$ cat src/rtl/slc_pkg.sv
package slc_pkg;

  // tally width, outputs always carry the low OUT_BITS bits
  localparam int COUNT_BITS = 32;
  localparam int OUT_BITS   = 32;
  localparam int CHAR_BITS  = 8;
  localparam int DATA_BITS  = 4 * OUT_BITS;

  localparam logic [CHAR_BITS-1:0] CH_NL    = 8'h0A;
  localparam logic [CHAR_BITS-1:0] CH_SPACE = 8'h20;
  localparam logic [CHAR_BITS-1:0] CH_SLASH = 8'h2F;
  localparam logic [CHAR_BITS-1:0] CH_STAR  = 8'h2A;

  typedef logic [COUNT_BITS-1:0] tally_t;

  typedef struct packed {
    logic [OUT_BITS-1:0] line_count;
    logic [OUT_BITS-1:0] code_count;
    logic [OUT_BITS-1:0] comment_count;
    logic [OUT_BITS-1:0] blank_count;
  } counts_t;

  // per-line scan flags, cleared when a line closes
  typedef struct packed {
    logic [CHAR_BITS-1:0] prev_byte;
    logic                 line_nonempty;
    logic                 saw_opener;
    logic                 saw_slash_pair;
    logic                 saw_closer;
    logic                 marker_seen;
    logic                 text_before_marker;
  } line_state_t;

  function automatic tally_t sat_inc(input tally_t t, input logic en);
    if (en && (t != '1)) begin
      sat_inc = t + tally_t'(1);
    end else begin
      sat_inc = t;
    end
  endfunction

endpackage

$ cat src/rtl/source_line_classifier.sv
// Counts the lines of a source file streamed in one byte per request: each line, closed by a
// newline or by the byte flagged with tlast, is tallied as blank, comment, code and total, with
// slash-star block comments carried across lines until a line holding star-slash or end of file.
// One byte is taken every cycle; the line flags and tallies are registered as each byte is
// taken, and its result sits in an output register from the next cycle, so the input keeps
// flowing while that register is empty or drained. Every byte yields one result; tuser
// marks the results where a line closed.
module source_line_classifier (
  input  logic                          clk,
  input  logic                          rst,
  input  logic                          s_tvalid,
  output logic                          s_tready,
  input  logic [slc_pkg::CHAR_BITS-1:0] s_tdata,   // char_in
  input  logic                          s_tlast,   // file_end
  output logic                          m_tvalid,
  input  logic                          m_tready,
  output logic [slc_pkg::DATA_BITS-1:0] m_tdata,   // blank, comment, code, line counts
  output logic [0:0]                    m_tuser    // line_done
);
  import slc_pkg::*;

  line_state_t line_st, line_st_next;
  logic        in_block, in_block_next;
  tally_t      blank_total, comment_total, code_total, all_total;
  tally_t      blank_next, comment_next, code_next, all_next;
  logic        accept;

  logic        is_nl, close;
  logic        opener_hit, slash_hit, closer_hit;
  line_state_t scan;
  logic        bump_blank, bump_comment, bump_code;

  assign s_tready = !m_tvalid || m_tready;
  assign accept   = s_tvalid && s_tready;
  assign is_nl    = (s_tdata == CH_NL);
  assign close    = is_nl || s_tlast;

  always_comb begin
    opener_hit = (line_st.prev_byte == CH_SLASH) && (s_tdata == CH_STAR);
    slash_hit  = (line_st.prev_byte == CH_SLASH) && (s_tdata == CH_SLASH);
    closer_hit = (line_st.prev_byte == CH_STAR) && (s_tdata == CH_SLASH);

    scan = line_st;
    if (!is_nl) begin
      scan.line_nonempty = 1'b1;
      scan.prev_byte     = s_tdata;
      if (opener_hit) scan.saw_opener     = 1'b1;
      if (slash_hit)  scan.saw_slash_pair = 1'b1;
      if (closer_hit) scan.saw_closer     = 1'b1;
      if (!line_st.marker_seen) begin
        if (line_st.prev_byte == CH_SLASH) begin
          if (opener_hit || slash_hit) scan.marker_seen = 1'b1;
          else                         scan.text_before_marker = 1'b1;
        end
        // a lone slash waits for the next byte to decide it
        if (!scan.marker_seen && (s_tdata != CH_SPACE) && (s_tdata != CH_SLASH)) begin
          scan.text_before_marker = 1'b1;
        end
      end
    end

    bump_blank    = 1'b0;
    bump_comment  = 1'b0;
    bump_code     = 1'b0;
    in_block_next = in_block;
    if (close) begin
      if (in_block) begin
        bump_comment = 1'b1;
        if (scan.saw_closer) in_block_next = 1'b0;
      end else if (!scan.line_nonempty) begin
        bump_blank = 1'b1;
      end else if (scan.saw_opener || scan.saw_slash_pair) begin
        bump_comment = 1'b1;
        bump_code    = scan.text_before_marker;
        if (scan.saw_opener && !scan.saw_closer) in_block_next = 1'b1;
      end else begin
        bump_code = 1'b1;
      end
    end
    // block mode never carries into the next file
    if (s_tlast) in_block_next = 1'b0;

    line_st_next = close ? '0 : scan;
    blank_next   = sat_inc(blank_total, bump_blank);
    comment_next = sat_inc(comment_total, bump_comment);
    code_next    = sat_inc(code_total, bump_code);
    all_next     = sat_inc(all_total, close);
  end

  always_ff @(posedge clk) begin
    if (rst) begin
      line_st       <= '0;
      in_block      <= 1'b0;
      blank_total   <= '0;
      comment_total <= '0;
      code_total    <= '0;
      all_total     <= '0;
      m_tvalid      <= 1'b0;
    end else begin
      if (accept) begin
        line_st       <= line_st_next;
        in_block      <= in_block_next;
        blank_total   <= blank_next;
        comment_total <= comment_next;
        code_total    <= code_next;
        all_total     <= all_next;
        m_tvalid      <= 1'b1;
      end else if (m_tready) begin
        m_tvalid <= 1'b0;
      end
    end
  end

  counts_t counts_next;

  always_comb begin
    counts_next.blank_count   = OUT_BITS'(blank_next);
    counts_next.comment_count = OUT_BITS'(comment_next);
    counts_next.code_count    = OUT_BITS'(code_next);
    counts_next.line_count    = OUT_BITS'(all_next);
  end

  // payload register, loaded with every accepted byte
  always_ff @(posedge clk) begin
    if (accept) begin
      m_tdata    <= counts_next;
      m_tuser[0] <= close;
    end
  end

endmodule

$ cat config.mk
export PLATFORM = sky130hd
export DESIGN_NAME = source_line_classifier
export DESIGN_NICKNAME = d
export VERILOG_FILES = /design/src/rtl/slc_pkg.sv /design/src/rtl/source_line_classifier.sv
export SDC_FILE = /design/constraint.sdc
export NUM_CORES = 1
export LEC_CHECK = 0
export ABC_AREA = 1
export BUFFER_PORTS_ARGS = -buffer_cell sky130_fd_sc_hd__buf_4
export CAP_MARGIN = 20
export CORE_MARGIN = 2
export CORE_UTILIZATION = 54
export DETAILED_ROUTE_END_ITERATION = 12
export GPL_ROUTABILITY_DRIVEN = 0
export GPL_TIMING_DRIVEN = 0
export PLACE_DENSITY = 0.75
export SYNTH_ARGS = -nofsm -noshare
export SYNTH_HDL_FRONTEND = slang
export SYNTH_SLANG_ARGS = --single-unit
$ cat constraint.sdc
create_clock -name clk -period 5.7 [get_ports clk]
set_input_delay 0.855 -clock clk [delete_from_list [all_inputs] [get_ports clk]]
set_output_delay 0.855 -clock clk [all_outputs]
set_load 0.05 [all_outputs]
Word level (Yosys, flattened, before mapping) --
Index checks and enable logic that the tools add are counted.
Word-level totals: ROM bits 0, output and inout port bits 131, latch bits 0, memories kept 0, memory bits (writable) 0, register bits after elaboration 273
Cells by class: bitwise operators 0, mux-type cells 36, add/subtract/negate cells 4, order comparisons 0, reduce and logical (&&, ||, !) cells 22, divide/modulo/power cells 0, equality and inequality tests 12, shift-type cells 0, multipliers 0
Operators by type and width (count):
- $add 32x1->32 const B | 4
- $mux 32 | 4
- $ne 32x32->1 const B | 4
- $eq 8x6->1 const B | 4
- $mux 14 | 2
- $mux 1 | 26
- $ne 8x6->1 const B | 2
- $logic_and 1x1->1 | 11
- $eq 8x4->1 const B | 1
- $mux 2 | 4
- $logic_or 1x1->1 | 4
- $reduce_and 2->1 | 2
- $reduce_bool 2->1 | 2
- $logic_not 1->1 | 3
- $ne 2x1->1 const B | 1

Depth between registers and ports, before layout --
Gate-level depths: netlist of run 1.
word-level depth 21, mapped depth 15, mapped depth without buffers 14

Worst setup path before layout of run 1 --
OpenSTA, ideal clock, no wires.
path kind in2reg, start point input port m_tready, end point register line_st[6] in the netlist's numbering, setup slack -0.397 ns, path buffers 2, data required time 5.373 ns, arrival 5.770 ns, cell stages on the path 7, cell sequence inv_1 -> nand2_1 -> nand2_1 -> buf_2 -> clkinv_1 -> clkbuf_1 -> a211oi_1
On the way: longest elaborated chain between the ends 3
Ends and longest elaborated chain:
- start, declared | line source_line_classifier.sv:16 | input logic m_tready,
- $logic_or 1x1->1 | line source_line_classifier.sv:33 | assign s_tready = !m_tvalid || m_tready;
- named net s_tready | line source_line_classifier.sv:12 | output logic s_tready,
- $logic_and 1x1->1 | line source_line_classifier.sv:34 | assign accept = s_tvalid && s_tready;
- named net accept | line source_line_classifier.sv:26 | logic accept;
- $reduce_and 2->1 (no source line)
- end signal, assigned | line source_line_classifier.sv:101 | line_st <= line_st_next;
- end, declared | line source_line_classifier.sv:22 | line_state_t line_st, line_st_next;
The timed path passes the listed nets, and every way through them passes these cells. A chain may end at the register's enable or synchronous reset.

Worst setup path in the final report of run 1 --
start point input port m_tready, end point register code_total[11]
On the way: longest elaborated chain between the ends 2
Ends and longest elaborated chain:
- $logic_or 1x1->1 | line source_line_classifier.sv:33
- $logic_and 1x1->1 | line source_line_classifier.sv:34
- end signal, assigned | line source_line_classifier.sv:105 | code_total <= code_next;
- end, declared | line source_line_classifier.sv:24 | tally_t blank_total, comment_total, code_total, all_total;
Every way passes these cells.

==> run_results.csv, run 1 <==
group,metric,value,unit
die,pin_count,144,
worst_hold_path,holdPathStages,2,
critical_path,crit_arrival,3.12,ns
yosys,synth_fp_nets,2079,
clock_tree,cts_hold_buf,0,
yosys,ys.flop_type,"dfxtp_1",
layout,seq_area,6760,sq um
die,start_util,0.551,
sta,maxSlewHeadroom,0.489,
global_route,grt.total_usage,0.274,
critical_path,critical_path_class,"input pin to flip-flop",
layout,final_nets,2252,
clock_tree,cts_max_level,1,
yosys,syn-mean-instance-area,7.23,sq um
pwr,power,5.07,mW
layout,drive_gt1_frac,0.125,
layout,nFillCells,2420,
placement,numPortBuffers,142,
sta,finalHoldViolations,0,
sta,rsz0062_at_grt,"false",
global_route,grt_pass1_vias,12900,
global_route,grt_pass1_wl,64.0,mm
layout,final_cell_mix,"609 x nand2_1, 270 x inv_1, 219 x nor2_1",
sta,clock_skew,0.0152,ns
layout,multi_input_area,6700,sq um
pwr,p_leak,8.14,nW
routing,drt-pass1-iter-count,6,
die,rows,60,
sta,fin_setup_tns,0,ns
die,dieHeight,170,um
clock_tree,postCtsSetupBuffers,0,
pwr,ir_drop,0.000219,V
clock_tree,clk_pin_slew,0.06,ns
routing,wl_per_cell,15.3,um
yosys,synthArstFlopShare,0,
critical_path,r2r_setup_slack,3.11,ns
routing,viasPerCell,5.35,
clock_tree,cts_root_buf,"clkbuf_16",
layout,final_cells,2600,
routing,ant_nets,0,
sta,period_minus_slack,2.67,ns
critical_path,end_kind,"flip-flop",
sta,period_share,0.469,
clock_tree,cts.sink_count,273,
critical_path,required,6.15,ns
die,die_x,170,um
sta,slew_viol_final,0,
global_route,grt_max_degree,109,
clock_tree,cts_tree,"built",
critical_path,ff2ff_path_depth,9,
pwr,powerDensity,292,nW/um^2
die,coreArea,27000,sq um
yosys,postSynthCellCount,2062,
yosys,synth.yosys.seq_area_share,0.453,
worst_hold_path,hold_path_class,"flip-flop to flip-flop",
sta,timing.final.ws_setup,3.03,ns
outcome,run_status,"finished, final reports clean",
global_route,antenna_found_initial,2,
routing,drc,0,
placement,pre_cts_slack,2.50,ns
sta,worstMarginPinSlew,0.767,ns
global_route,grt_overflow,0,
die,die-area,28900,sq um
clock_tree,clk_latency,0.55,ns
sta,holdWs,0.468,ns
yosys,synth_edf_count,129,
clock_tree,clk_path_buf_depth,3,
yosys,syn-cell-area,14900,sq um
flow_run,drv_cap,0,
placement,dp.cells,2546,
sta,setup_viol,0,
clock_tree,numCtsBuffers,28,
routing,totalWireLength,39.8,mm
layout,area_delta_synth_final,16.7,%
sta,max_freq,374,MHz
yosys,yosysWarnings,0,
critical_path,crit_path_max_fanout,10,
placement,dpl.hpwl,29.9,mm
critical_path,crit_path_start_kind,"input pin",
yosys,synth_cell_types,40,
routing,vias,13900,
layout,final_common_cell,"nand2_1",
clock_tree,cts_resized,0,
routing,drtIter0Drc,1241,
yosys,ys_ff_latch,273,
stage by stage:
stage | cell area, sq um | utilization
floorplan | 14900 | -
global placement | 16400 | 0.607
detailed placement | 16400 | 0.608
CTS | 17400 | 0.643
global route | 17400 | 0.643
finish | 17400 | 0.643
metal layers:
metal  up-vias  GRT usage  part of all wire
li1       6919          -                 -
met1      6330      0.364              0.43
met5         -          0                 0
met3        90     0.0472             0.083
met2       583      0.448              0.45
met4         0      0.106             0.035
logic make-up (layout without fill, tap and decap cells):
logic type                 Yosys count  in the layout  synth area share
and+or+nand+nor                   1124           1124             0.322
buffers and inverters              357            552            0.0973
DFF                                273            273             0.453
AOI/OAI and AO/OA                  231            231            0.0813
xor gates and xnor gates            73             73            0.0429
adders and majority gates            4              4           0.00336
other                                0              2                 0
flip-flops by register name, summed over array words and instances (netlist names):
register and count:
m_tdata 128, all_total 32, blank_total 32, code_total 32
comment_total 32, line_st 14, in_block 1, m_tuser 1
m_tvalid 1
cells in the mapped netlist, types with 3 or more instances:
master / instances / area share
a211oi_1: 5 / 0.0025
a21oi_1: 102 / 0.034
buf_1: 4 / 0.0010
buf_2: 18 / 0.0060
buf_4: 5 / 0.0025
buf_6: 9 / 0.0068
clkbuf_1: 40 / 0.010
dfxtp_1: 144 / 0.19
edfxtp_1: 129 / 0.26
ha_1: 4 / 0.0034
inv_1: 270 / 0.068
inv_2: 9 / 0.0023
nand2_1: 609 / 0.15
nand2_2: 13 / 0.0055
nand2_4: 4 / 0.0030
nand3_1: 170 / 0.057
nand3_2: 3 / 0.0020
nand3b_1: 6 / 0.0030
nand4_1: 13 / 0.0055
nor2_1: 219 / 0.055
nor2_2: 10 / 0.0042
nor2_4: 6 / 0.0045
nor3_1: 57 / 0.019
nor3_2: 8 / 0.0054
o211ai_1: 4 / 0.0020
o21ai_0: 41 / 0.014
o21ai_1: 69 / 0.023
o21bai_1: 5 / 0.0025
xnor2_1: 7 / 0.0041
xor2_1: 66 / 0.039
power breakdown:
group | internal (mW) | switching (mW) | total (mW)
combinational | 0.248 | 0.623 | 0.872
sequential | 2.22 | 0.110 | 2.33
clock | 1.11 | 0.761 | 1.87
path summary, 6_finish.rpt:
check                                       to       start
worst min register to register      line_st[3]  line_st[3]
worst min-delay path                line_st[3]  line_st[3]
worst max-delay path            code_total[11]    m_tready
worst max register to register  code_total[11]    m_tvalid
worst max-delay path, stage by stage:
cell      delay, ns
buf_4          0.07
inv_1          0.03
nand2_1        0.09
nand2_1        0.33
buf_2          0.34
clkinv_1       0.14
clkbuf_1       0.51
clkbuf_1       0.49
nand3_1        0.13
nand2_1        0.09
inv_1          0.04
cell type report:
| cell class | instances | share of cell area |
|---|---|---|
| Sequential cell | 273 | 0.389 |
| Multi-Input combinational cell | 1432 | 0.385 |
| Timing Repair Buffer | 143 | 0.0629 |
| Inverter | 281 | 0.0607 |
| Clock buffer | 35 | 0.0453 |
| Tap cell | 341 | 0.0245 |
| Buffer | 76 | 0.0232 |
| Clock inverter | 17 | 0.00921 |
| Antenna cell | 2 | 0.000288 |
Power figures use the tool's default switching activity.
==> run 2: changes to the inputs <==
- CORE_UTILIZATION: 54 -> 60
- PLACE_DENSITY: 0.75 -> 0.79
- clock period: 5.7 -> 2.6 ns (I/O delays scaled with it)
==> run_results.csv, run 2 (same netlist as run 1, synthesis figures left out) <==
group,metric,value,unit
sta,period_minus_slack,2.42,ns
critical_path,crit_path_start_kind,"flip-flop",
critical_path,reg2reg_from,"m_tvalid",
pwr,ir_drop,0.000447,V
routing,viasPerCell,5.44,
layout,final_common_cell,"nand2_1",
critical_path,crit_arrival,2.58,ns
pwr,p_sw_frac,0.298,
pwr,p_leak,8.14,nW
clock_tree,cts_max_level,1,
layout,area_delta_synth_final,16.6,%
routing,drc,0,
global_route,grt_pass1_wl,63.4,mm
sta,clock_skew,0.0157,ns
routing,totalWireLength,39.2,mm
die,die-area,26100,sq um
critical_path,crit_path_max_fanout,138,
critical_path,cp_slowest_cell,"buf_8",
sta,holdWs,0.145,ns
pwr,powerDensity,646,nW/um^2
flow_run,drv_cap,0,
clock_tree,cts_hold_buf,0,
layout,antennaDiodeCount,0,
pwr,internal_power,7.88,mW
pwr,switchingPower,3.34,mW
die,pin_count,144,
routing,drt-pass1-iter-count,6,
global_route,antenna_found_initial,0,
sta,maxSlewHeadroom,0.340,
die,start_util,0.613,
layout,largest_register_ffs,128,
die,coreArea,24300,sq um
global_route,grt.busiest_layer,"met2",
clock_tree,clk_pin_slew,0.06,ns
worst_hold_path,hold_path_class,"input pin to flip-flop",
sta,max_freq,414,MHz
clock_tree,cts_tree,"built",
sta,fin_setup_tns,0,ns
sta,rsz0062_at_grt,"false",
global_route,grt_max_degree,139,
sta,finalHoldViolations,0,
global_route,grt_overflow,0,
layout,final_cell_mix,"608 x nand2_1, 270 x inv_1, 219 x nor2_1",
placement,dpl.hpwl,28.9,mm
global_route,grt_pass1_vias,13000,
die,rows,57,
routing,ant_nets,0,
layout,drive_gt1_frac,0.128,
worst_hold_path,min_from,"m_tready",
clock_tree,clk_path_buf_depth,3,
critical_path,critical_path_class,"flip-flop to flip-flop",
clock_tree,numCtsBuffers,29,
critical_path,cpPeakStageDelay,0.71,ns
placement,numPortBuffers,142,
layout,regMostFlops,"m_tdata",
clock_tree,cts.sink_count,273,
global_route,use_met2,0.483,
pwr,combPwrFrac,0.170,
die,dieHeight,162,um
global_route,grt.total_usage,0.300,
sta,slew_viol_final,0,
global_route,use_met3,0.0439,
pwr,clockPowerShare,0.374,
sta,period_share,0.929,
routing,wl_per_cell,15.2,um
critical_path,worstPathCellList,"nand2_2 -> nand2_1 -> buf_2 -> clkinv_1 -> buf_8",
die,die_x,162,um
critical_path,crit_path_start,"m_tvalid",
clock_tree,cts_root_buf,"clkbuf_16",
global_route,met1_usage,0.412,
critical_path,end_kind,"flip-flop",
layout,final_nets,2252,
critical_path,required,2.77,ns
routing,drtIter0Drc,1156,
routing,vias,14100,
sta,worstMarginPinSlew,0.990,ns
clock_tree,clk_latency,0.56,ns
outcome,run_status,"finished, final reports clean",
pwr,pwr-share-seq,0.456,
sta,setup_viol,0,
run 2: changes by cell type in the layout (fill, tap and decap cells not counted), sizes merged:
cell | previous run | this run
clkbuf | 75 | 76
clkinvlp | 2 | 5
inv | 279 | 281
diode | 2 | 0
clkinv | 14 | 9
run 2: stage by stage:
step	worst slack, ns	utilization	std cells	instance area, sq um	power, mW
3_5_place_dp	-0.0517	0.674	2528	16400	7.09
6_report	0.185	0.714	2582	17400	11.2
5_1_grt	0.0488	0.714	2582	17400	11.6
3_3_place_gp	-0.0306	0.674	2528	16400	7.04
2_1_floorplan	0.179	-	2062	14900	6.52
4_1_cts	0.104	0.714	2582	17400	11.2
run 2: final timing paths:
path | endpoint | slack, ns | cells past startpoint
hold / removal | m_tvalid | 0.15 | 4
hold reg to reg | line_st[10] | 0.46 | 2
setup reg to reg | m_tdata[22] | 0.18 | 5
setup / recovery | m_tdata[22] | 0.18 | 5
run 2: repair_timing:
item                                    CTS  global route
endpoints found under the setup margin    0           118
gates resized for setup                   0             8
buffers inserted                          0             0
run 2: area by class of cell:
class                      count  area [sq um]
timing repair buffer         142          1070
clock inverter                17           183
inverter                     281          1060
tap                          324           405
buffer                        76           409
sequential                   273          6760
multi-input combinational   1432          6700
clock buffer                  37           796
fill                        1997          6950
run 2: worst max-delay path, delay by kind of cell, from the launching register on:
family | cells | cell delay, ns
flip-flops | 1 | 0.32
AND/OR/NAND/NOR | 2 | 0.41
buffers and inverters | 3 | 1.19
run 2: metal layers:
layer  share of wire  wire length [um]
met3           0.089              3490
met2            0.45             17600
met1            0.43             16700
met5               0                 0
met4           0.035              1350
run 2: power by group through the flow:
| stage | Clock (mW) | Combinational, mW | Sequential (mW) |
|---|---|---|---|
| floorplan | 0 | 0.807 | 5.71 |
| global placement | 0 | 1.85 | 5.19 |
| detailed placement | 0 | 1.89 | 5.20 |
| CTS | 4.24 | 1.90 | 5.11 |
| global route | 4.42 | 2.08 | 5.15 |
| finish | 4.20 | 1.91 | 5.11 |
==> run 3: changes to the inputs <==
- BUFFER_PORTS_ARGS: -buffer_cell sky130_fd_sc_hd__buf_4 -> default
- DONT_BUFFER_PORTS: default -> 1
- PLACE_DENSITY: 0.79 -> 0.76
==> run_results.csv, run 3 (same netlist as run 1, synthesis figures left out) <==
group,metric,value,unit
clock_tree,clk_pin_slew,0.06,ns
layout,area_delta_synth_final,9.36,%
layout,final_nets,2111,
global_route,grt.total_usage,0.291,
global_route,grt_overflow,0,
pwr,powerDensity,662,nW/um^2
pwr,p_leak,7.45,nW
clock_tree,cts_root_buf,"clkbuf_16",
layout,multi_input_area,6710,sq um
layout,final_cell_mix,"607 x nand2_1, 270 x inv_1, 219 x nor2_1",
critical_path,ff2ff_path_depth,5,
placement,numPortBuffers,0,
placement,pre_cts_slack,-0.493,ns
routing,totalWireLength,38.2,mm
clock_tree,clk_path_buf_depth,3,
routing,drtIter0Drc,1228,
flow_run,drv_cap,0,
sta,clock_skew,0.0119,ns
sta,timing.final.ws_setup,0.126,ns
sta,setup_viol,0,
die,rows,57,
global_route,use_met3,0.0470,
global_route,grt_max_degree,139,
sta,worstMarginPinSlew,0.796,ns
critical_path,reg2reg_from,"m_tvalid",
sta,fin_setup_tns,0,ns
critical_path,r2r-end,"m_tdata[25]",
pwr,ir_drop,0.000690,V
worst_hold_path,min_from,"s_tdata[5]",
die,dieHeight,162,um
sta,rsz0062_at_grt,"false",
outcome,run_status,"finished, final reports clean",
routing,drt-pass1-iter-count,9,
critical_path,cp_top_family,"buffers and inverters",
global_route,met1_usage,0.400,
global_route,grt_pass1_wl,61.9,mm
sta,max_freq,404,MHz
critical_path,worstPathCellList,"nand2_2 -> nand2_4 -> buf_2 -> clkinv_1 -> clkbuf_16",
die,pin_count,144,
worst_hold_path,min_to,"line_st[11]",
clock_tree,postCtsSetupBuffers,0,
global_route,grt_pass1_vias,12500,
critical_path,cp_slowest_cell,"dfxtp_2",
die,die_x,162,um
global_route,use_met2,0.474,
critical_path,crit_arrival,2.63,ns
sta,finalHoldViolations,0,
sta,period_minus_slack,2.47,ns
layout,final_common_cell,"nand2_1",
routing,ant_nets,0,
layout,seq_area,6760,sq um
critical_path,end_kind,"flip-flop",
global_route,grt.busiest_layer,"met2",
clock_tree,numCtsBuffers,28,
critical_path,crit_path_start_kind,"flip-flop",
routing,drc,0,
critical_path,crit_path_max_fanout,138,
critical_path,critical_path_class,"flip-flop to flip-flop",
global_route,antenna_found_initial,0,
layout,nFillCells,2122,
layout,drive_gt1_frac,0.0690,
worst_hold_path,hold_path_class,"input pin to flip-flop",
die,coreArea,24300,sq um
sta,slew_viol_final,0,
clock_tree,clk_latency,0.55,ns
placement,dpl.hpwl,28.0,mm
routing,vias,13300,
critical_path,cpPeakStageDelay,0.50,ns
layout,largest_register_ffs,128,
sta,period_share,0.951,
routing,wl_per_cell,15.6,um
clock_tree,cts.sink_count,273,
layout,antennaDiodeCount,0,
worst_hold_path,holdPathStages,2,
critical_path,critPathBufInv,3,
layout,regMostFlops,"m_tdata",
routing,viasPerCell,5.46,
die,die-area,26100,sq um
critical_path,r2r_setup_slack,0.13,ns
critical_path,required,2.76,ns
sta,maxSlewHeadroom,0.469,
clock_tree,cts_max_level,1,
die,start_util,0.613,
clock_tree,cts_tree,"built",
run 3: changes by cell type in the layout (fill, tap and decap cells not counted), moves of 2 or more:
cell	previous run	this run
dlygate4sd3_1	0	2
clkbuf_2	3	5
buf_4	147	5
clkbuf_16	29	32
inv_6	2	0
bufinv_16	3	1
clkinv_2	6	8
clkinvlp_4	5	2
run 3: worst max path at each step:
| stage | end | slack, ns | cells past startpoint | start |
|---|---|---|---|---|
| floorplan | line_st[3] | 0.18 | 7 | m_tvalid |
| global placement | line_st[4] | -0.43 | 7 | m_tvalid |
| detailed placement | line_st[4] | -0.49 | 7 | m_tvalid |
| CTS | all_total[25] | 0.02 | 9 | m_tvalid |
| global route | blank_total[13] | 0.03 | 9 | m_tvalid |
| finish | m_tdata[25] | 0.13 | 5 | m_tvalid |
run 3: report_power, final:
part | switching [mW] | internal (mW)
Combinational | 0.743 | 0.340
Clock | 1.65 | 2.36
Sequential | 0.813 | 4.89
run 3: cell type report:
| cell class | count | share of cell area |
|---|---|---|
| inverters | 281 | 0.0648 |
| well taps | 324 | 0.0249 |
| repair buffers | 2 | 0.00123 |
| clock inverters | 10 | 0.00491 |
| clock buffers | 42 | 0.0522 |
| plain buffers | 76 | 0.0259 |
| multi-input cells | 1432 | 0.411 |
| flip-flops and latches | 273 | 0.415 |
run 3: per-stage QoR:
| stage | std cells | power, mW | hold slack [ns] | area (sq um) | utilization |
|---|---|---|---|---|---|
| detailed placement | 2386 | 6.84 | 0.446 | 15300 | 0.630 |
| finish | 2440 | 10.8 | 0.0158 | 16300 | 0.670 |
| floorplan | 2062 | 6.52 | 0.430 | 14900 | - |
| global placement | 2386 | 6.81 | 0.441 | 15300 | 0.630 |
| CTS | 2440 | 10.8 | 0.00346 | 16300 | 0.670 |
| global route | 2440 | 11.2 | 0.0177 | 16300 | 0.670 |
run 3: what timing repair did:
action                                  4_1_cts  5_1_grt
endpoints found under the setup margin      251       62
hold endpoints to repair                      2        0
hold buffers                                  2        0
gates resized for setup                       6        5
run 3: per-layer routing:
metal	vias to the layer above	routed length [um]
met5	-	0
met4	0	1030
met3	68	2940
met2	500	17200
met1	6123	17000
li1	6628	-
